### config.mk
export PLATFORM = sky130hd
export DESIGN_NAME = ccra_ram
export DESIGN_NICKNAME = d
export VERILOG_FILES = /design/src/hdl/ccra_ram.sv
export SDC_FILE = /design/constraint.sdc
export NUM_CORES = 1
export LEC_CHECK = 0
export ABC_AREA = 1
export ABC_CLOCK_PERIOD_IN_PS = 2000
export BUFFER_PORTS_ARGS = -buffer_cell sky130_fd_sc_hd__buf_2
export CORE_MARGIN = 1
export CORE_UTILIZATION = 45
export CTS_CLUSTER_DIAMETER = 40
export DETAILED_ROUTE_END_ITERATION = 12
export GPL_TIMING_DRIVEN = 0
export SLEW_MARGIN = 20
export SYNTH_ARGS = -nofsm -noshare
export SYNTH_HDL_FRONTEND = slang
export SYNTH_SLANG_ARGS = --single-unit
### constraint.sdc
create_clock -name clk_i -period 2 [get_ports clk_i]
set_input_delay 0.2 -clock clk_i [delete_from_list [all_inputs] [get_ports clk_i]]
set_output_delay 0.2 -clock clk_i [all_outputs]
set_load 0.05 [all_outputs]
### src/hdl/ccra_ram.sv
// generic one-write one-read synchronous ram with registered read data
// rows never written read as zero through per-row valid bits; no package use
module ccra_ram #(
  parameter int WIDTH  = 8,
  parameter int ADDR_W = 6
) (
  input  logic              clk_i,
  input  logic              rst_ni,
  input  logic [ADDR_W-1:0] raddr_i,
  output logic [WIDTH-1:0]  rdata_o,
  input  logic              we_i,
  input  logic [ADDR_W-1:0] waddr_i,
  input  logic [WIDTH-1:0]  wdata_i
);

  localparam int DEPTH = 1 << ADDR_W;

  logic [WIDTH-1:0] mem_q [DEPTH];
  logic [DEPTH-1:0] valid_q;
  logic [WIDTH-1:0] rdata_q;
  logic             rvalid_q;

  always_ff @(posedge clk_i) begin
    if (we_i) begin
      mem_q[waddr_i] <= wdata_i;
    end
    rdata_q <= mem_q[raddr_i];
  end

  always_ff @(posedge clk_i or negedge rst_ni) begin
    if (!rst_ni) begin
      valid_q  <= '0;
      rvalid_q <= 1'b0;
    end else begin
      if (we_i) begin
        valid_q[waddr_i] <= 1'b1;
      end
      rvalid_q <= valid_q[raddr_i];
    end
  end

  assign rdata_o = rvalid_q ? rdata_q : '0;

endmodule

=== Yosys cells after proc, flatten, opt, wreduce, memory -nomap -nowiden ===
Memories as Yosys holds them, arrays and structs flattened. A register that Yosys moved wholly into a read port is not among the register bits.
Index checks and enable logic that the tools add are counted.

* Register bits after elaboration: 65
* Output and inout bits: 8
* Memories: 1
* Input bits: 23
* RAM bits: 512
* Word-level logic and storage cells: 15

{| class="wikitable"
|+ Memory list
! memory !! depth !! bits a word !! read ports !! clocked after memory_dff !! write ports !! line !! text
|-
| mem_q || 64 || 8 || 1 || 1 || 1 || 18 || <nowiki>logic [WIDTH-1:0] mem_q [DEPTH];</nowiki>
|}

* Mux-type cells: 7
* Reduce and logical (&&, ||, !) cells: 1
* Bitwise logic cells: 1
* $lt $le $gt $ge: 3

{| class="wikitable"
|+ Operators with widths
! cell !! count
|-
| OR 64 bit || 1
|-
| < comparator 6 x 7 -> 1 bit (second input constant) || 2
|-
| 2-to-1 mux 8 bit || 1
|-
| binary-select mux 1 bit (select 6 bit) || 1
|-
| demux 1 bit (select 6 bit) || 1
|-
| >= comparator 6 x 1 -> 1 bit (second input constant) || 1
|-
| 2-to-1 mux 1 bit || 4
|-
| logical AND 1 bit || 1
|}

=== Longest topological paths before layout ===
Gate-level depths: netlist of the first run.

* Word-level depth: 5
* Gate-level depth with buffers: 12
* Gate-level depth less buffers: 9

=== Worst setup path after synthesis of the first run ===
Ideal clock, no wire load.

* Path type: input-to-reg
* Start: input we_i
* End: memory mem_q[48][0], enable pin
* Slack: 95 ps
* Setup time: 397 ps
* Stages: 3
* Buffers on the path: 1
* Data arrival time: 1,508 ps
* Path through: buf_2 -> nand4_1 -> nor4_1

* Longest elaborated chain between the ends: 2

{| class="wikitable"
|+ Ends and longest elaborated chain
! item !! line !! text
|-
| start, declared || 11 || <nowiki>input logic we_i,</nowiki>
|-
| 2-to-1 mux 1 bit || 24 || <nowiki>if (we_i) begin</nowiki>
|-
| 2-to-1 mux 1 bit (implied by the code) || 25 || <nowiki>mem_q[waddr_i] <= wdata_i;</nowiki>
|-
| end, declared || 18 ||
|}

Every way passes these cells.

=== Worst setup path in the final report of the first run ===
* Start: input waddr_i[0]
* End: memory mem_q[61][3], enable pin

{| class="wikitable"
|+ RTL lines
! item !! line !! text
|-
| start, declared || 12 || <nowiki>input logic [ADDR_W-1:0] waddr_i,</nowiki>
|}

Straight into the memory's write port.

==> qor.txt, run 1 <==
status -> finished, violations left
failing checks -> setup timing
MaxCap Viol Count -> 0
Final min period -> 2065 ps
CTS Buf Count -> 76
Buffers on Ports -> 21
Final Cell Area -> 0.02785 sq mm
Arr. time, crit path -> 2290 ps
initial antenna violation count -> 3
number of synthesized register bits -> 585
synth warn -> 0
Max Fclk -> 484.2 MHz
Post-Route WL -> 72.64 mm
DP HPWL -> 48.53 mm
Initial Utilization -> 45.60%
worst reg2reg setup slack -> 460 ps
worst r2r src -> mem_q[23][0]$_DFFE_PP_
area grow syn2layout -> 16.21%
Critical Path RT -> 2230 ps
CP bufs+invs -> 2
post-CTS setup repair buffer count -> 0
final hold vios -> 0
WL/cell -> 24.46 um
CP Class -> in2reg
initial drt markers -> 1828
P_leak -> 10.64 nW
residual DRC count -> 0
# diodes -> 0
Die X -> 232.8 um
post-synthesis net count -> 2125
vias in the first global route -> 15650
GRT overflow -> 0
core area -> 0.05255 sq mm
Hold Startpoint -> waddr_i[1]
CP Max Fanout -> 9
critical-path cell list -> buf_2, clkinv_1, nor3_1, nand2_1, nor2_1
Slew headroom -> 24.98%
First-pass DRT Iterations -> 5
final setup margin -> -65.33 ps
RSZ-0062 raised after global routing -> true
Core Util, Final -> 52.99%
Hold WS -> 27.41 ps
largest net degree at the start of global routing -> 65
Setup Viol. Count Final -> 36
fin crit share -> 103.3%
vias after detailed routing -> 16570
clock buffer depth -> 3
PD cells -> 1071 mW/mm^2
Post-DP Area -> 0.02517 sq mm
Worst Setup Start Kind -> input pin
drt via density -> 5.580
Sequential Area -> 0.01716 sq mm
top-level port count -> 31
clock latency on the worst-skew pair -> 620 ps
Hold Crit Endpoint -> mem_q[48][0]$_DFFE_PP_
Slew Limit Fails -> 0
Post-Syn Area per Cell -> 11.40 sq um
Post-Syn Area -> 0.02396 sq mm
fin cells -> 2970
setup TNS -> -895.4 ps
CTS sink cnt -> 585
num rows -> 84
H-tree levels -> 3
Final nets -> 2242
clk root buf -> clkbuf_16
filler instances -> 4520
TritonCTS clock tree -> done
post-synthesis cell type count -> 20
RD Place Congestion -> 0.9204
Setup Skew -> 15.63 ps
slowest stage delay, CP -> 930 ps
placed insts -> 2826
CP max stage cell -> nor2_1
register area share after synthesis -> 71.61%
Die Y -> 232.8 um
crit end category -> flop
Die ar. -> 0.05418 sq mm
Cells after Synth -> 2102
CP delay by family, top -> simple AND/OR/NAND/NOR gates
Worst Tran Pin Value -> 1121 ps
Worst R2R Path Depth -> 8
hold depth -> 2
layout cell share with drive strength beyond 1 -> 15.34%
first-pass GRT wire length -> 105.4 mm
Crit Reg-Reg Endpoint -> rdata_q[0]$_DFF_P_
clock-pin slew on the worst setup and hold paths -> 50 ps
GRT Total Usage -> 27.43%
Hold Path Class -> in2reg
ANT nets after route -> 0
multi-input logic area -> 0.006063 sq mm
worst ir drop on vdd -> 648.8 uV
## kinds of logic (layout without fill, tap and decap cells)
family / count (synthesis) / count (layout) / synth area share, %
and+or+nand+nor: 1372 / 1372 / 24.88
DFF: 585 / 585 / 71.61
buffers and inverters: 145 / 325 / 3.503
## area by class of cell
class                      count  area share [%]
clock inverter                53           2.026
buffer                       125           2.709
tap                          688           3.091
inverter                      20          0.3055
multi-input combinational   1372           21.77
clock buffer                  88           7.328
timing repair buffer          39           1.141
sequential                   585           61.63
## power by group
group	internal, mW	leakage [nW]	switching (mW)
clock network	8.37	1.26	5.47
logic	0.662	3.88	1.55
registers	13.6	5.49	0.145
total	22.7	10.6	7.16
## through the flow
step / power, mW / setup slack (ps)
2_1_floorplan: 15.24 / 94.97
3_3_place_gp: 16.13 / -1475
3_5_place_dp: 16.20 / -654.7
4_1_cts: 29.90 / 31.54
5_1_grt: 30.63 / -76.87
6_report: 29.82 / -65.33
## Yosys cell counts
cell type / instances / area [sq um]
buf_1: 10 / 37.54
buf_2: 48 / 240.2
buf_4: 24 / 180.2
buf_6: 18 / 202.7
clkbuf_1: 25 / 93.84
clkinv_1: 5 / 18.77
dfrtp_1: 65 / 1627
dfxtp_1: 8 / 160.2
edfxtp_1: 512 / 15370
inv_1: 12 / 45.04
inv_2: 1 / 3.750
inv_4: 1 / 6.260
inv_8: 1 / 11.26
nand2_1: 742 / 2785
nand3_1: 493 / 2467
nand4_1: 4 / 25.02
nor2_1: 56 / 210.2
nor3_1: 5 / 25.02
nor4_1: 8 / 50.05
or2_2: 64 / 400.4
## sequential cells by signal, summed over array words and instances, names as in the netlist
signal	cells
valid_q	64
mem_q	512
rdata_q	8
rvalid_q	1
## repair_timing
item	CTS	global route
pin swaps	0	0
resized for setup	1	14
setup endpoints to repair	5	113
endpoints found under the hold margin	85	0
hold buffers	3	0
## layer usage
metal / global-route usage, % / vias up / share of wire, %
li1: - / 7546 / -
met1: 39.14 / 8145 / 43
met2: 41.35 / 752 / 45
met3: 6.176 / 124 / 8.8
met4: 9.232 / 6 / 2.6
met5: 1.011 / - / 0.14
## cell usage in the layout (no fill, tap or decap), drive strengths merged
cell         synthesis  routed
buf                100     136
edfxtp             512     512
inv                 15      27
nor4                 8       8
bufinv               0       7
dlygate4sd3          0       3
clkbuf              25     113
or2                 64      64
nand3              493     493
nand2              742     742
clkinv               5      33
nor3                 5       5
nand4                4       4
nor2                56      56
dfxtp                8       8
dfrtp               65      65
clkinvlp             0       6
## how the worst max path moves through the flow
stage / end / slack (ps) / startpoint / cells past startpoint
floorplan: mem_q[48][0]$_DFFE_PP_ / 90 / we_i / 3
global placement: mem_q[49][5]$_DFFE_PP_ / -1470 / waddr_i[3] / 4
detailed placement: mem_q[24][2]$_DFFE_PP_ / -650 / waddr_i[2] / 5
CTS: mem_q[5][1]$_DFFE_PP_ / 30 / waddr_i[0] / 5
global route: mem_q[45][4]$_DFFE_PP_ / -80 / waddr_i[0] / 5
finish: mem_q[61][3]$_DFFE_PP_ / -70 / waddr_i[0] / 5
(Power assumes the default switching activity.)
==> inputs of run 2 (changes only) <==
--- a/config.mk
+++ b/config.mk
@@ -8,8 +8,10 @@
 export ABC_AREA = 1
 export ABC_CLOCK_PERIOD_IN_PS = 2000
 export BUFFER_PORTS_ARGS = -buffer_cell sky130_fd_sc_hd__buf_2
+export CAP_MARGIN = 20
 export CORE_MARGIN = 1
 export CORE_UTILIZATION = 45
+export CTS_BUF_LIST = sky130_fd_sc_hd__clkbuf_4
 export CTS_CLUSTER_DIAMETER = 40
 export DETAILED_ROUTE_END_ITERATION = 12
 export GPL_TIMING_DRIVEN = 0
==> run 2 against run 1 <==
The flow now finishes without violations; non-clock buffer count is 21 higher; register-to-register slack worse by 390 ps; critical path depth is 1 higher; largest cell class unchanged; power is 10% lower; critical path type unchanged.
==> qor.txt, run 2 (same netlist as run 1, synthesis figures left out) <==
status -> finished clean (was finished, violations left)
CP Max Fanout -> 9 (unchanged)
clock buffer depth -> 3 (unchanged)
Die ar. -> 0.05418 sq mm (unchanged)
top-level port count -> 31 (unchanged)
placed insts -> 2826 (unchanged)
Setup WS pre-CTS -> -654.7 ps (unchanged)
DP HPWL -> 48.53 mm (unchanged)
Hold WS -> 110.5 ps (was 27.41 ps)
vias after detailed routing -> 17100 (was 16570)
biggest regs -> mem_q x512, valid_q x64, rdata_q x8 (unchanged)
PD cells -> 973.2 mW/mm^2 (was 1071 mW/mm^2)
Critical Path RT -> 2680 ps (was 2230 ps)
Final nets -> 2337 (was 2242)
Initial Utilization -> 45.60% (unchanged)
GRT Total Usage -> 27.85% (was 27.43%)
CTS Buf Count -> 150 (was 76)
num rows -> 84 (unchanged)
P_leak -> 10.72 nW (was 10.64 nW)
Post-Route WL -> 73.28 mm (was 72.64 mm)
area grow syn2layout -> 14.91% (was 16.21%)
largest register by flop count -> mem_q (unchanged)
Slew Limit Fails -> 0 (unchanged)
vias in the first global route -> 16300 (was 15650)
CP Class -> in2reg (unchanged)
clock latency on the worst-skew pair -> 1010 ps (was 620 ps)
Die X -> 232.8 um (unchanged)
TritonCTS clock tree -> done (unchanged)
Post-DP Area -> 0.02517 sq mm (unchanged)
worst ir drop on vdd -> 435.7 uV (was 648.8 uV)
M1 WL -> 31.29 mm (was 31.34 mm)
most common cell after layout, fill and taps aside -> nand2_1 (unchanged)
ANT nets after route -> 0 (unchanged)
residual DRC count -> 0 (unchanged)
layout cell share with drive strength beyond 1 -> 18.98% (was 15.34%)
fin cells -> 3130 (was 2970)
GRT overflow -> 0 (unchanged)
worst reg2reg setup slack -> 70 ps (was 460 ps)
Setup Skew -> 46.02 ps (was 15.63 ps)
fin crit share -> 99.13% (was 103.3%)
met2 WL -> 32.92 mm (was 32.87 mm)
final hold vios -> 0 (unchanged)
final setup margin -> 17.37 ps (was -65.33 ps)
H-tree levels -> 4 (was 3)
RD Place Congestion -> 0.9204 (unchanged)
drt via density -> 5.462 (was 5.580)
post-CTS setup repair buffer count -> 0 (unchanged)
first-pass GRT wire length -> 106.5 mm (was 105.4 mm)
largest net degree at the start of global routing -> 65 (unchanged)
initial antenna violation count -> 4 (was 3)
Slew headroom -> 22.69% (was 24.98%)
RSZ-0062 raised after global routing -> true (unchanged)
core area -> 0.05255 sq mm (unchanged)
Final Cell Area -> 0.02754 sq mm (was 0.02785 sq mm)
Buffers on Ports -> 21 (unchanged)
metal3 WL -> 6.962 mm (was 6.407 mm)
Setup Viol. Count Final -> 0 (was 36)
MaxCap Viol Count -> 0 (unchanged)
top sig layer -> met5 (unchanged)
Hold Path Class -> in2reg (unchanged)
Worst Setup Start Kind -> input pin (unchanged)
Die Y -> 232.8 um (unchanged)
Worst Tran Pin Value -> 1155 ps (was 1121 ps)
WL/cell -> 23.41 um (was 24.46 um)
Max Fclk -> 504.4 MHz (was 484.2 MHz)
most frequent cells in the layout -> nand2_1, edfxtp_1, nand3_1 (unchanged)
clock-pin slew on the worst setup and hold paths -> 70 ps (was 50 ps)
First-pass DRT Iterations -> 5 (unchanged)
Arr. time, crit path -> 2660 ps (was 2290 ps)
clk root buf -> clkbuf_4 (was clkbuf_16)
crit end category -> flop (unchanged)
initial drt markers -> 1979 (was 1828)
max reg flops -> 512 (unchanged)
Final min period -> 1983 ps (was 2065 ps)
CTS sink cnt -> 585 (unchanged)
[run 2: cell types whose count changed in the layout (fill, tap and decap cells not counted), sizes merged]
cell | previous run | this run
clkbuf | 113 | 258
dlygate4sd3 | 3 | 24
inv | 27 | 21
clkinvlp | 6 | 2
bufinv | 7 | 4
clkinv | 33 | 36
diode | 0 | 3
buf | 136 | 137
[run 2: final cells by class]
cell class	count	area (sq um)
diodes	3	7.507
well taps	688	860.8
plain buffers	124	750.7
clock inverters	43	277.8
multi-input cells	1372	6038
repair buffers	61	594.3
inverters	20	88.84
clock buffers	234	1757
fillers	4655	25010
flip-flops and latches	585	17160
[run 2: final timing paths]
| kind | from | to | cells past startpoint |
|---|---|---|---|
| worst max register to register | mem_q[35][7]$_DFFE_PP_ | rdata_q[7]$_DFF_P_ | 9 |
| worst max-delay path | waddr_i[1] | mem_q[55][6]$_DFFE_PP_ | 6 |
| max in group asynchronous | rst_ni | rvalid_q$_DFF_PN0_ | 5 |
| worst min register to register | valid_q[30]$_DFFE_PN0P_ | valid_q[30]$_DFFE_PN0P_ | 1 |
| worst min-delay path | wdata_i[4] | mem_q[23][4]$_DFFE_PP_ | 2 |
| min in group asynchronous | rst_ni | valid_q[24]$_DFFE_PN0P_ | 4 |
[run 2: stage by stage]
stage / TNS [ps] / total power [mW] / util [%]
2_1_floorplan: 0 / 15.24 / -
3_3_place_gp: -219700 / 16.13 / 47.44
3_5_place_dp: -214070 / 16.20 / 47.89
4_1_cts: 0 / 26.93 / 52.34
5_1_grt: -32.42 / 27.80 / 52.40
6_report: 0 / 26.80 / 52.40
[run 2: routing by layer]
metal  GRT usage, %  vias to the layer above
met1          38.99                     8313
met5              0                        -
met3          7.966                      123
met4          9.988                        2
li1               -                     7834
met2          41.37                      824
[run 2: what timing repair did]
action | 4_1_cts | 5_1_grt
endpoints found under the hold margin | 655 | 0
setup endpoints to repair | 8 | 3
hold buffers | 25 | 0
pin swaps | 0 | 1
resized for setup | 16 | 3
[run 2: critical path, stage by stage]
cell and delay (ps):
buf_4 170, clkinv_1 260, dlygate4sd3_1 670, nor4_2 300
dlygate4sd3_1 770, buf_2 290
[run 2: power by group]
part / internal, mW / leakage (nW) / switching, mW / total (mW)
sequential: 13.6 / 5.49 / 0.148 / 13.8
combinational: 0.702 / 4.01 / 1.55 / 2.25
clock: 5.85 / 1.22 / 4.93 / 10.8
total: 20.2 / 10.7 / 6.63 / 26.8
