**config.mk**
```make
export PLATFORM = sky130hd
export DESIGN_NAME = ccra_div
export DESIGN_NICKNAME = d
export VERILOG_FILES = /design/src/hdl/ccra_pkg.sv /design/src/hdl/ccra_div.sv
export SDC_FILE = /design/constraint.sdc
export NUM_CORES = 1
export LEC_CHECK = 0
export BUFFER_PORTS_ARGS = -buffer_cell sky130_fd_sc_hd__clkbuf_2
export CAP_MARGIN = 20
export CORE_MARGIN = 1
export CORE_UTILIZATION = 36
export DETAILED_ROUTE_END_ITERATION = 7
export PLACE_DENSITY = 0.54
export REMOVE_ABC_BUFFERS = 1
export SLEW_MARGIN = 0
export SYNTH_ARGS = -nofsm -noshare
export SYNTH_HDL_FRONTEND = slang
export SYNTH_SLANG_ARGS = --single-unit
```
**constraint.sdc**
```tcl
create_clock -name clk_i -period 3.2 [get_ports clk_i]
set_clock_uncertainty 0.2 [all_clocks]
set_input_delay 0.16 -clock clk_i [delete_from_list [all_inputs] [get_ports clk_i]]
set_output_delay 0.16 -clock clk_i [all_outputs]
set_load 0.02 [all_outputs]
```
**src/hdl/ccra_pkg.sv**
```systemverilog
// shared constants, table entry types and codes of the cache color reservation allocator
// depends on nothing
package ccra_pkg;

  localparam int NUM_COLORS      = 64;
  localparam int NUM_CACHES      = 4;
  localparam int BYTES_PER_COLOR = 65536;

  localparam int COLOR_W     = $clog2(NUM_COLORS);
  localparam int PTR_W       = $clog2(NUM_COLORS + 1);
  localparam int COLOR_SHIFT = $clog2(BYTES_PER_COLOR);
  localparam int BYTES_W     = 24;
  localparam int NCOL_W      = BYTES_W - COLOR_SHIFT + 1;
  localparam int PAGES_W     = 20;
  localparam int OWNER_W     = 22;
  localparam int REF_W       = 16;
  localparam int PCNT_W      = 32;
  localparam int OP_W        = 3;
  localparam int STATUS_W    = 2;
  localparam int MASK_W      = 64;

  // operation codes
  localparam logic [OP_W-1:0] OP_RES_SHARED  = 3'd0;
  localparam logic [OP_W-1:0] OP_RES_PRIVATE = 3'd1;
  localparam logic [OP_W-1:0] OP_RELEASE     = 3'd2;
  localparam logic [OP_W-1:0] OP_BUSY_ADD    = 3'd3;
  localparam logic [OP_W-1:0] OP_BUSY_REMOVE = 3'd4;
  localparam logic [OP_W-1:0] OP_SET_FREE    = 3'd5;

  // status codes
  localparam logic [STATUS_W-1:0] ST_OK        = 2'd0;
  localparam logic [STATUS_W-1:0] ST_BAD_SIZE  = 2'd1;
  localparam logic [STATUS_W-1:0] ST_NO_COLORS = 2'd2;

  // color types
  localparam logic [1:0] TYPE_FREE    = 2'd0;
  localparam logic [1:0] TYPE_SHARED  = 2'd1;
  localparam logic [1:0] TYPE_PRIVATE = 2'd2;

  typedef struct packed {
    logic [1:0]         ctype;
    logic [OWNER_W-1:0] owner;
    logic [REF_W-1:0]   refs;
  } slot_t;

  typedef slot_t [NUM_CACHES-1:0] slot_row_t;

  typedef struct packed {
    logic [PCNT_W-1:0] busy;
    logic [PCNT_W-1:0] free;
  } cnt_row_t;

  localparam int SLOT_ROW_W = $bits(slot_row_t);
  localparam int CNT_ROW_W  = $bits(cnt_row_t);

endpackage

```
**src/hdl/ccra_div.sv**
```systemverilog
// restoring divider, one quotient bit a cycle, result rounded up
// depends on ccra_pkg
module ccra_div import ccra_pkg::*; (
  input  logic               clk_i,
  input  logic               rst_ni,
  input  logic               start_i,
  input  logic [PAGES_W-1:0] dividend_i,
  input  logic [PTR_W-1:0]   divisor_i,
  output logic               done_o,
  output logic [PAGES_W-1:0] quot_o
);

  localparam int STEP_W = $clog2(PAGES_W + 1);

  logic [PAGES_W-1:0] quo_q, quo_d;
  logic [PTR_W:0]     rem_q, rem_d;
  logic [PTR_W-1:0]   div_q;
  logic [STEP_W-1:0]  step_q;
  logic               run_q, done_q;
  logic [PTR_W:0]     rem_sh;
  logic               ge;

  always_comb begin
    rem_sh = {rem_q[PTR_W-1:0], quo_q[PAGES_W-1]};
    ge     = rem_sh >= {1'b0, div_q};
    rem_d  = ge ? (rem_sh - {1'b0, div_q}) : rem_sh;
    quo_d  = {quo_q[PAGES_W-2:0], ge};
  end

  always_ff @(posedge clk_i) begin
    if (start_i) begin
      quo_q <= dividend_i;
      rem_q <= '0;
      div_q <= divisor_i;
    end else if (run_q) begin
      quo_q <= quo_d;
      rem_q <= rem_d;
    end
  end

  always_ff @(posedge clk_i or negedge rst_ni) begin
    if (!rst_ni) begin
      run_q  <= 1'b0;
      done_q <= 1'b0;
      step_q <= '0;
    end else if (start_i) begin
      run_q  <= 1'b1;
      done_q <= 1'b0;
      step_q <= STEP_W'(PAGES_W);
    end else if (run_q) begin
      step_q <= step_q - 1'b1;
      if (step_q == STEP_W'(1)) begin
        run_q  <= 1'b0;
        done_q <= 1'b1;
      end
    end
  end

  assign done_o = done_q;
  assign quot_o = quo_q + PAGES_W'(rem_q != '0);

endmodule

```
Yosys cells after proc, flatten, opt, wreduce, memory -nomap -nowiden. Cells that the tools add are included.

Register bits: 42. Input port bits: 30. Output and inout port bits: 21.

Add/subtract/negate cells: 3. Order comparisons: 1. Equal/unequal tests: 1. Muxes and demuxes: 11. Reductions and logical operators: 4.

Operators with widths (count): two-way mux 20 bit (2); adder 20 x 1 -> 20 bit (1); two-way mux 5 bit (2); >= comparator 8 x 7 -> 1 bit (1); two-way mux 8 bit (1); nonzero test 8 bit (1); subtractor 8 x 7 -> 8 bit (1); two-way mux 1 bit (6); equality test 5 x 1 -> 1 bit, second input constant (1); subtractor 5 x 1 -> 5 bit, second input constant (1); nonzero test 2 bit (2); AND reduction 2 bit (1).

Depth between registers and ports, before layout. Gate-level depths: netlist of the first run.

Depth after elaboration: 4. Mapped depth: 9.

Least setup slack after synthesis of the first run. OpenSTA, ideal clock, no wires.

Kind: register -> register. Start point: reg quo_q[19]. End point: reg rem_q[5]. Setup time: 127 ps. Data arrival time: 1934 ps. Path slack: 939 ps. Stages on the path, launching flop included: 9. Buffers on the path: 0. Clock period less this slack: 2261 ps. Path through: edfxtp_1 inv_1 ha_1 fa_1 nand2b_1 a21oi_2 a21oi_2 a32o_1 or3_1.

Cells in the longest elaborated chain, start to end: 2.

RTL lines: start, declared (line ccra_div.sv:15) `logic [PAGES_W-1:0] quo_q, quo_d;`; start signal, assigned (line ccra_div.sv:32) `quo_q <= dividend_i;`; start signal, assigned (line ccra_div.sv:36) `quo_q <= quo_d;`; subtractor 8 x 7 -> 8 bit or >= comparator 8 x 7 -> 1 bit (tied branches) (line ccra_div.sv:26, ccra_div.sv:25); two-way mux 8 bit (*) (line ccra_div.sv:26) `rem_d = ge ? (rem_sh - {1'b0, div_q}) : rem_sh;`; end signal, assigned (line ccra_div.sv:37) `rem_q <= rem_d;`; end, declared (line ccra_div.sv:16) `logic [PTR_W:0] rem_q, rem_d;`.

Mark *: on every way between the ends. The rest lies on a longest branch, timed or not. A chain may end at the register's enable or synchronous reset.

Worst setup path in the final report of the first run.
Start point: reg rem_q[4]. End point: out quot_o[14].

Cells in the longest elaborated chain, start to end: 2.

RTL lines: nonzero test 8 bit (line ccra_div.sv:60) `assign quot_o = quo_q + PAGES_W'(rem_q != '0);`; adder 20 x 1 -> 20 bit (line ccra_div.sv:60); end, declared (line ccra_div.sv:10) `output logic [PAGES_W-1:0] quot_o`.

No other way between the ends.

==> impl_metrics.csv, run 1 <==
group,metric,value,unit
outcome,status,"finished, final reports clean",
yosys,synth_seq_area_share,45.89,%
timing,fmaxAchievable,0.3664,GHz
critical_path,worstPathRequired,2.84,ns
placed_design,dp_slack,0.6731,ns
grt,grt_pass1_vias,1930,
clocking,cts_resized,0,
floorplanning,initial_utilization,38.24,%
yosys,synth_top_area_share,32.46,%
yosys,synth_area_leader_cell,"edfxtp_1",
placed_design,place_area,2821,sq um
run,drv_cap,0,
final_layout,fin_area,3203,sq um
clocking,path_clk_slew,0.08,ns
critical_path,critical_path_class,"flip-flop to output pin",
placed_design,dp.final_hpwl,3776,um
yosys,synth-edff-count,27,
final_layout,area_growth,28.26,%
critical_path,arrival,2.37,ns
floorplanning,num_io_pins,51,
timing,fin_crit_sh,85.29,%
critical_path,worstSetupEndpointType,"output pin",
final_layout,drive_above_1_share,28.29,%
clocking,cts_buffers,5,
floorplanning,die_h,85.29,um
worst_hold_path,min_to,"quo_q[0]$_DFFE_PP_",
grt,antenna_found_initial,0,
timing,rsz0062_at_grt,"no",
route,via_per_inst,5.055,
yosys,synth-main-ff-cell,"edfxtp_1",
critical_path,start_kind,"flip-flop",
placed_design,place_inst,346,
timing,tightest_slew,0.8113,ns
clocking,clock_latency,0.29,ns
clocking,root_buffer,"clkbuf_8",
route,wl_per_cell,13.78,um
placed_design,port_buffers,50,
final_layout,diodes,0,
critical_path,reg2reg_depth,8,
timing,slew_violations,0,
worst_hold_path,min_from,"dividend_i[0]",
yosys,async_flop_share,16.67,%
grt,gr-total-overflow,0,
final_layout,final_cell_count_no_fill,381,
route,ant_nets,0,
worst_hold_path,hold_depth,3,
floorplanning,row_count,29,
power,p_leak,1.412,nW
clocking,htree_levels,2,
placed_design,place_congestion,0.7741,
timing,final-setup-viol-count,0,
critical_path,r2r-start,"quo_q[19]$_DFFE_PP_",
grt,grt_pass1_wl,8963,um
route,drt_iter0_drc,112,
critical_path,timing.rr.end,"rem_q[5]$_SDFFE_PP0P_",
grt,grtUsageTotal,15.63,%
clocking,cts.sinks,42,
timing,finalHoldViolCount,0,
floorplanning,die_area,7274,sq um
yosys,ys_ff_latch,42,
final_layout,nets,346,
grt,grt_max_degree,23,
critical_path,path_max_fanout,4,
yosys,netlist_instances,224,
yosys,avgSynthCellArea,11.15,sq um
worst_hold_path,hold_class,"primary input to flip-flop",
floorplanning,core-area,6531,sq um
yosys,syn_area,2497,sq um
route,vias,1926,
yosys,netlist_top_cells_area,"edfxtp_1 (32%), mux2_2 (8.1%), dfrtp_1 (7.0%)",
clocking,cts_max_path_buffers,2,
floorplanning,die_w,85.29,um
timing,fin_crit,2.729,ns
power,design_power_total,1.860,mW
yosys,yosysWarnings,0,
timing,layout_setup_ws,0.4707,ns
route,firstDrtPassIters,4,
clocking,cts_tree,"built",
route,drc,0,
timing,tns,0,ns
timing,slew_headroom,45.86,%
route,wl,5252,um
power,power.density,580.6,nW/um^2
power,ir_drop,0.0003966,V
yosys,yosysUniqueCellTypes,48,
critical_path,r2r_slack,0.65,ns
-- worst max path at each step --
stage,startpoint,endpoint,slack [ns],cells after the start
6_report,rem_q[4]$_SDFFE_PP0P_,quot_o[14],0.47,10
5_1_grt,rem_q[1]$_SDFFE_PP0P_,quot_o[16],0.29,10
4_1_cts,rem_q[4]$_SDFFE_PP0P_,quot_o[18],0.43,10
3_5_place_dp,quo_q[19]$_DFFE_PP_,rem_q[5]$_SDFFE_PP0P_,0.67,8
3_3_place_gp,quo_q[19]$_DFFE_PP_,rem_q[5]$_SDFFE_PP0P_,0.71,8
2_1_floorplan,quo_q[19]$_DFFE_PP_,rem_q[5]$_SDFFE_PP0P_,0.83,8
-- worst max-delay path: stages, from the launching register on --
cell      delay [ns]
dfxtp_1         0.40
nor4_1          0.08
nand2_1         0.10
ha_1            0.16
ha_1            0.23
nand3_1         0.14
or3_4           0.41
nor2_2          0.14
nand2_1         0.08
xnor2_1         0.14
clkbuf_2        0.19
-- stage by stage --
stage / hold slack (ns) / util, %
6_report: 0.02945 / 49.04
5_1_grt: 0.06580 / 49.04
3_5_place_dp: -0.1897 / 43.20
2_1_floorplan: -0.3356 / -
3_3_place_gp: -0.1899 / 43.20
4_1_cts: 0.03054 / 49.04
-- sequential cells by signal, summed over array words and instances (netlist names) --
| register | cells |
|---|---|
| div_q | 7 |
| rem_q | 8 |
| run_q | 1 |
| step_q | 5 |
| quo_q | 20 |
| done_o | 1 |
-- cells in the final DEF, fill, tap and decap left out, drive strengths merged, types with 2 or more instances in the layout --
cell type	count
clkbuf	58
a211oi	3
xnor2	18
mux2	18
nand2b	6
nand3	10
nor2	15
nand2	14
a21oi	4
ha	12
dfrtp	7
inv	17
mux2i	6
a32oi	2
nand4	3
dlygate4sd3	27
nor3	6
nor4	3
and3	4
o21ai	5
edfxtp	27
a21o	5
dfxtp	8
or3	3
xor2	6
-- cell type report --
class / instances / area, sq um
multi-input combinational: 159 / 1257
tap: 77 / 96.34
timing repair buffer: 78 / 528.0
clock buffer: 8 / 111.4
fill: 630 / 3328
inverter: 17 / 63.81
sequential: 42 / 1146
-- metal layers --
layer / vias to the layer above / GRT usage [%] / wire [um] / part of all wire (%)
met2: 43 / 24.78 / 2373 / 45
met3: 6 / 3.113 / 252 / 4.8
met5: - / 0 / 0 / 0
met1: 909 / 21.49 / 2546 / 48
met4: 0 / 5.152 / 80 / 1.5
li1: 968 / - / - / -
-- cell families (layout without fill, tap and decap cells) --
logic type                 after synthesis  in the layout  share of synthesized area (%)
AOI/OAI and AO/OA                       26             26                          8.016
xor gates and xnor gates                24             24                          8.417
adders and majority gates               13             13                          6.813
buffers and inverters                   23            103                          3.757
DFF                                     42             42                          45.89
muxes                                   24             24                          10.52
and+or+nand+nor                         72             72                          16.58
-- synth_stat cells, types with 2 or more instances --
cell      instances
xnor2_1          18
edfxtp_1         27
xor2_1            6
o21ai_0           5
dfxtp_1           8
a21oi_1           2
nand3_1           9
mux2_2           18
a211oi_1          3
ha_1             12
dfrtp_1           7
nor2_1           14
clkbuf_1          4
mux2i_1           6
nand2_1          14
nor3_1            5
nand2b_1          6
nand4_1           2
and3_1            4
a32oi_1           2
a21oi_2           2
nor4_1            3
inv_1            17
a21o_1            5
or3_1             2
-- power breakdown --
part / total (mW) / internal (mW) / switching, mW
sequential: 0.757 / 0.670 / 0.0874
clock: 0.405 / 0.223 / 0.181
combinational: 0.698 / 0.308 / 0.390
-- timing repair --
action / in CTS / in global routing
hold buffers: 27 / 0
buffers inserted: 0 / 0
hold endpoints to repair: 33 / 0
Power figures use the tool's default switching activity.
==> inputs of run 2 (changes only) <==
- CELL_PAD_IN_SITES_DETAIL_PLACEMENT: not set -> 0
- CELL_PAD_IN_SITES_GLOBAL_PLACEMENT: not set -> 2
- CORE_UTILIZATION: 36 -> 35
- PLACE_DENSITY: 0.54 -> 0.77
==> run 2 against run 1 <==
Die area is 2.8% higher. Design area barely moved. Routed wire length up 4.0%. Critical path depth did not move. Critical path type unchanged.
==> impl_metrics.csv, run 2 (synthesis gave the netlist of run 1 again) <==
group,metric,value,unit
final_layout,final_cell_count_no_fill,400,
placed_design,dp.final_hpwl,3818,um
power,p_seq_share,42.4,%
critical_path,cp_top_family,"simple AND/OR/NAND/NOR gates",
timing,tns,0,ns
route,wl,5464,um
grt,gr-total-overflow,0,
critical_path,cp_slowest_cell,"dfxtp_1",
timing,layout_setup_ws,0.4719,ns
grt,grtUsageTotal,15.02,%
power,ir_drop,0.0003483,V
critical_path,max_stage_delay,0.42,ns
critical_path,crit_chain,"nor4_1 -> nand2_1 -> ha_1 -> ha_1 -> nand3_1 -> or3_4 -> nor2_2 -> nand2_1 -> xnor2_1 -> clkbuf_2",
power,p_leak,1.397,nW
critical_path,critical_path_class,"flip-flop to output pin",
final_layout,fin_area,3201,sq um
floorplanning,initial_utilization,36.56,%
clocking,cts_buffers,5,
critical_path,start_kind,"flip-flop",
power,switching_power,671.1,uW
grt,grt_pass1_wl,8825,um
critical_path,path_max_fanout,5,
power,comb_power_share,38.6,%
critical_path,path_buf_inv,1,
final_layout,diodes,0,
route,wl_per_cell,13.66,um
floorplanning,die_h,86.47,um
final_layout,top_regs,"quo_q (20), rem_q (8), div_q (7)",
placed_design,port_buffers,50,
grt,grt_pass1_vias,1874,
final_layout,final_common_cell,"clkbuf_2",
timing,slew_violations,0,
final_layout,fillers,703,
power,power.density,561.2,nW/um^2
route,firstDrtPassIters,4,
timing,rsz0062_at_grt,"no",
clocking,cts_tree,"built",
worst_hold_path,hold_class,"primary input to flip-flop",
timing,fin_crit_sh,85.25,%
critical_path,worstPathRequired,2.84,ns
floorplanning,die_area,7477,sq um
outcome,status,"finished, final reports clean",
final_layout,area_growth,28.16,%
grt,grt_max_degree,43,
clocking,clock_latency,0.30,ns
final_layout,drive_above_1_share,28.29,%
final_layout,post-route-util,46.85,%
route,drc,0,
placed_design,dp_slack,0.6906,ns
power,clockPowerShare,19.0,%
power,p_int,1.125,mW
route,via_per_inst,4.780,
grt,antenna_found_initial,0,
floorplanning,die_w,86.47,um
clocking,htree_levels,2,
clocking,cts_max_path_buffers,2,
route,drt_iter0_drc,98,
floorplanning,row_count,30,
route,vias,1912,
route,ant_nets,0,
floorplanning,num_io_pins,51,
clocking,root_buffer,"clkbuf_8",
timing,slew_headroom,44.18,%
timing,fin_crit,2.728,ns
clocking,path_clk_slew,0.09,ns
clocking,cts_setup_buffers,0,
run,drv_cap,0,
placed_design,place_inst,365,
final_layout,top_register,"quo_q",
critical_path,worstSetupEndpointType,"output pin",
final_layout,nets,346,
timing,fmaxAchievable,0.3666,GHz
critical_path,arrival,2.37,ns
timing,final-setup-viol-count,0,
floorplanning,core-area,6832,sq um
final_layout,largest_reg_flops,20,
timing,finalHoldViolCount,0,
placed_design,place_area,2845,sq um
final_layout,final_cell_mix,"clkbuf_2 (50), edfxtp_1 (27), dlygate4sd3_1 (27), xnor2_1 (18), mux2_2 (18)",
placed_design,place_congestion,0.7389,
power,p_sw_share,37.36,%
timing,tightest_slew,0.8363,ns
clocking,cts.sinks,42,
run 2: cell count changes in the layout (fill, tap and decap cells not counted), sizes merged:
cell	delta
clkinv	+2
clkbuf	-3
clkinvlp	+1
run 2: path summary, 6_finish.rpt:
kind,slack (ns),endpoint,startpoint,depth (start not counted)
worst max-delay path,0.47,quot_o[16],rem_q[6]$_SDFFE_PP0P_,10
worst min-delay path,0.02,quo_q[0]$_DFFE_PP_,dividend_i[0],3
worst max register to register,0.67,rem_q[3]$_SDFFE_PP0P_,quo_q[19]$_DFFE_PP_,8
worst min register to register,0.33,step_q[4]$_DFFE_PN0P_,step_q[4]$_DFFE_PN0P_,2
max in group asynchronous,2.60,run_q$_DFF_PN0_,rst_ni,2
min in group asynchronous,0.03,step_q[2]$_DFFE_PN0P_,rst_ni,2
run 2: worst reg2reg max path, stage by stage, from the launching register on:
cell and delay [ns]:
edfxtp_1 0.37, inv_1 0.06, ha_1 0.21, fa_1 0.39, nand2b_1 0.19, a21oi_2 0.18
a21oi_2 0.21, or4_1 0.59, nand2_1 0.08
run 2: routing by layer:
layer | track usage [%] | share of wire (%)
met4 | 5.000 | 0.68
met3 | 2.000 | 2.6
met5 | 0 | 0
met1 | 20.67 | 50
met2 | 24.39 | 47
run 2: power by group through the flow:
| stage | Clock (mW) | Sequential (mW) | Combinational (mW) |
|---|---|---|---|
| after CTS | 0.357 | 0.761 | 0.695 |
| final | 0.341 | 0.762 | 0.694 |
| after global routing | 0.372 | 0.775 | 0.760 |
| after floorplan | 0 | 0.744 | 0.503 |
| after global placement | 0 | 0.773 | 0.676 |
| after detailed placement | 0 | 0.772 | 0.665 |
run 2: metrics by stage:
step / power [mW] / hold slack, ns
after global routing: 1.907 / 0.02467
final: 1.796 / 0.01564
after CTS: 1.813 / 0.005377
after global placement: 1.449 / -0.1925
after floorplan: 1.247 / -0.3356
after detailed placement: 1.437 / -0.1909
run 2: cell type report:
type	instances	area (sq um)	area share, %
Inverter	17	63.81	1.994
Clock inverter	3	16.27	0.5082
Clock buffer	5	68.82	2.150
Multi-Input combinational cell	159	1257	39.29
Tap cell	96	120.1	3.753
Timing Repair Buffer	78	528.0	16.50
Sequential cell	42	1146	35.81
run 2: timing repair:
action,in CTS,in global routing
setup endpoints to repair,0,0
hold endpoints to repair,33,0
resized for setup,0,0
hold buffers,27,0
==> inputs of run 3 (changes only) <==
- HOLD_SLACK_MARGIN: not set -> 0.15
- PLACE_DENSITY: 0.77 -> not set
- PLACE_DENSITY_LB_ADDON: not set -> 0.1
==> run 3 against run 2 <==
Critical path depth did not move. Die area did not move. Total power rose by 4.9%. Routed wire length fell by 1.7%. Via count fell by 0.63%. Final cell count rose by 0.75%. Clock power rose by 25%. Non-clock buffer count rose by 3. Global-route usage rose by 0.72 points. Setup slack got worse by 0.016 ns. First-iteration DRC count fell by 35%. Largest cell class unchanged. Largest power group unchanged.
==> impl_metrics.csv, run 3 (synthesis gave the netlist of run 1 again) <==
group,metric,value,unit
final_layout,diodes,0,
clocking,cts_buffers,5,
critical_path,cp_slowest_cell,"dfxtp_1",
floorplanning,die_area,7477,sq um
placed_design,port_buffers,50,
final_layout,top_register,"quo_q",
route,drt_iter0_drc,64,
route,drc,0,
clocking,root_buffer,"clkbuf_8",
clocking,cts_tree,"built",
final_layout,top_regs,"quo_q (20), rem_q (8), div_q (7)",
route,via_per_inst,4.715,
floorplanning,num_io_pins,51,
grt,antenna_found_initial,0,
clocking,path_clk_slew,0.08,ns
critical_path,start_kind,"flip-flop",
floorplanning,initial_utilization,36.56,%
grt,grtUsageTotal,15.74,%
clocking,cts_resized,0,
timing,slew_headroom,47.58,%
placed_design,dp.final_hpwl,3692,um
timing,layout_setup_ws,0.4563,ns
critical_path,arrival,2.38,ns
final_layout,final_common_cell,"clkbuf_2",
final_layout,final_cell_mix,"clkbuf_2 (50), dlygate4sd3_1 (30), edfxtp_1 (27), xnor2_1 (18), mux2_2 (18)",
timing,fin_crit_sh,85.74,%
timing,slew_violations,0,
grt,grt_pass1_vias,1903,
outcome,status,"finished, final reports clean",
placed_design,dp_slack,0.6549,ns
clocking,cts_max_path_buffers,2,
timing,tns,0,ns
timing,final-setup-viol-count,0,
power,power.density,578.2,nW/um^2
timing,fin_crit,2.744,ns
critical_path,worstSetupEndpointType,"output pin",
final_layout,nets,349,
route,ant_nets,0,
grt,grt_pass1_wl,9128,um
timing,fmaxAchievable,0.3645,GHz
final_layout,largest_reg_flops,20,
critical_path,crit_chain,"nor4_1 -> nand2_1 -> ha_1 -> ha_1 -> nand3_1 -> or3_4 -> nor2_2 -> nand2_1 -> xnor2_1 -> clkbuf_2",
critical_path,r2r_slack,0.64,ns
floorplanning,die_w,86.47,um
grt,grt_max_degree,43,
critical_path,path_max_fanout,4,
critical_path,critical_path_class,"flip-flop to output pin",
timing,rsz0062_at_grt,"no",
final_layout,area_growth,30.46,%
clocking,clock_latency,0.30,ns
route,wl,5369,um
clocking,cts.sinks,42,
final_layout,drive_above_1_share,28.34,%
run,drv_cap,0,
timing,finalHoldViolCount,0,
floorplanning,die_h,86.47,um
final_layout,post-route-util,47.69,%
power,p_leak,1.426,nW
worst_hold_path,hold_class,"flip-flop to flip-flop",
grt,gr-total-overflow,0,
placed_design,place_congestion,0.7271,
route,firstDrtPassIters,4,
critical_path,worstPathRequired,2.84,ns
clocking,htree_levels,2,
floorplanning,row_count,30,
power,ir_drop,0.0003014,V
floorplanning,core-area,6832,sq um
route,vias,1900,
timing,tightest_slew,0.7854,ns
critical_path,max_stage_delay,0.42,ns
route,wl_per_cell,13.32,um
run 3: layout make-up:
type                    count  area (sq um)
well taps                  96         120.1
multi-input cells         159          1257
repair buffers             81         558.0
flip-flops and latches     42          1146
inverters                  17         63.81
clock inverters             3         43.79
fillers                   673          3573
clock buffers               5         68.82
run 3: timing repair:
item                                   in CTS  in global routing
endpoints found under the hold margin      38                  0
hold buffers                               30                  0
buffers inserted                            0                  0
run 3: through the flow:
step / std cells / hold WS, ns / power (mW) / cell area [sq um]
after detailed placement: 365 / -0.1926 / 1.439 / 2845
after global routing: 403 / 0.3564 / 2.010 / 3258
final: 403 / 0.3172 / 1.884 / 3258
after floorplan: 218 / -0.3356 / 1.247 / 2467
after global placement: 365 / -0.1860 / 1.446 / 2845
after CTS: 403 / 0.3206 / 1.910 / 3258
run 3: worst max-delay path, delay by kind of cell (launching register included):
kind          cells  cell delay [ns]
fa+ha+maj         2             0.38
flops             1             0.42
buf+inv           1             0.19
xor+xnor          1             0.14
simple gates      6             0.98
run 3: per-layer routing:
metal  up-vias  part of all wire, %  track usage (%)
met1       885                   49            20.86
met2        39                   47            26.41
met4         0                 0.45            4.242
met5         -                    0                0
met3         2                  3.4            2.952
li1        974                    -                -
run 3: final timing paths:
path	start	to	depth (start not counted)
setup / recovery	rem_q[2]$_SDFFE_PP0P_	quot_o[14]	10
min in group asynchronous	rst_ni	step_q[2]$_DFFE_PN0P_	3
max in group asynchronous	rst_ni	step_q[0]$_DFFE_PN0P_	3
hold / removal	done_o$_DFFE_PN0P_	done_o$_DFFE_PN0P_	2
hold reg to reg	done_o$_DFFE_PN0P_	done_o$_DFFE_PN0P_	2
setup reg to reg	quo_q[19]$_DFFE_PP_	rem_q[5]$_SDFFE_PP0P_	8
run 3: report_power, final:
group          switching [mW]  internal [mW]
registers              0.0883          0.669
logic                   0.389          0.310
clock network           0.193          0.234
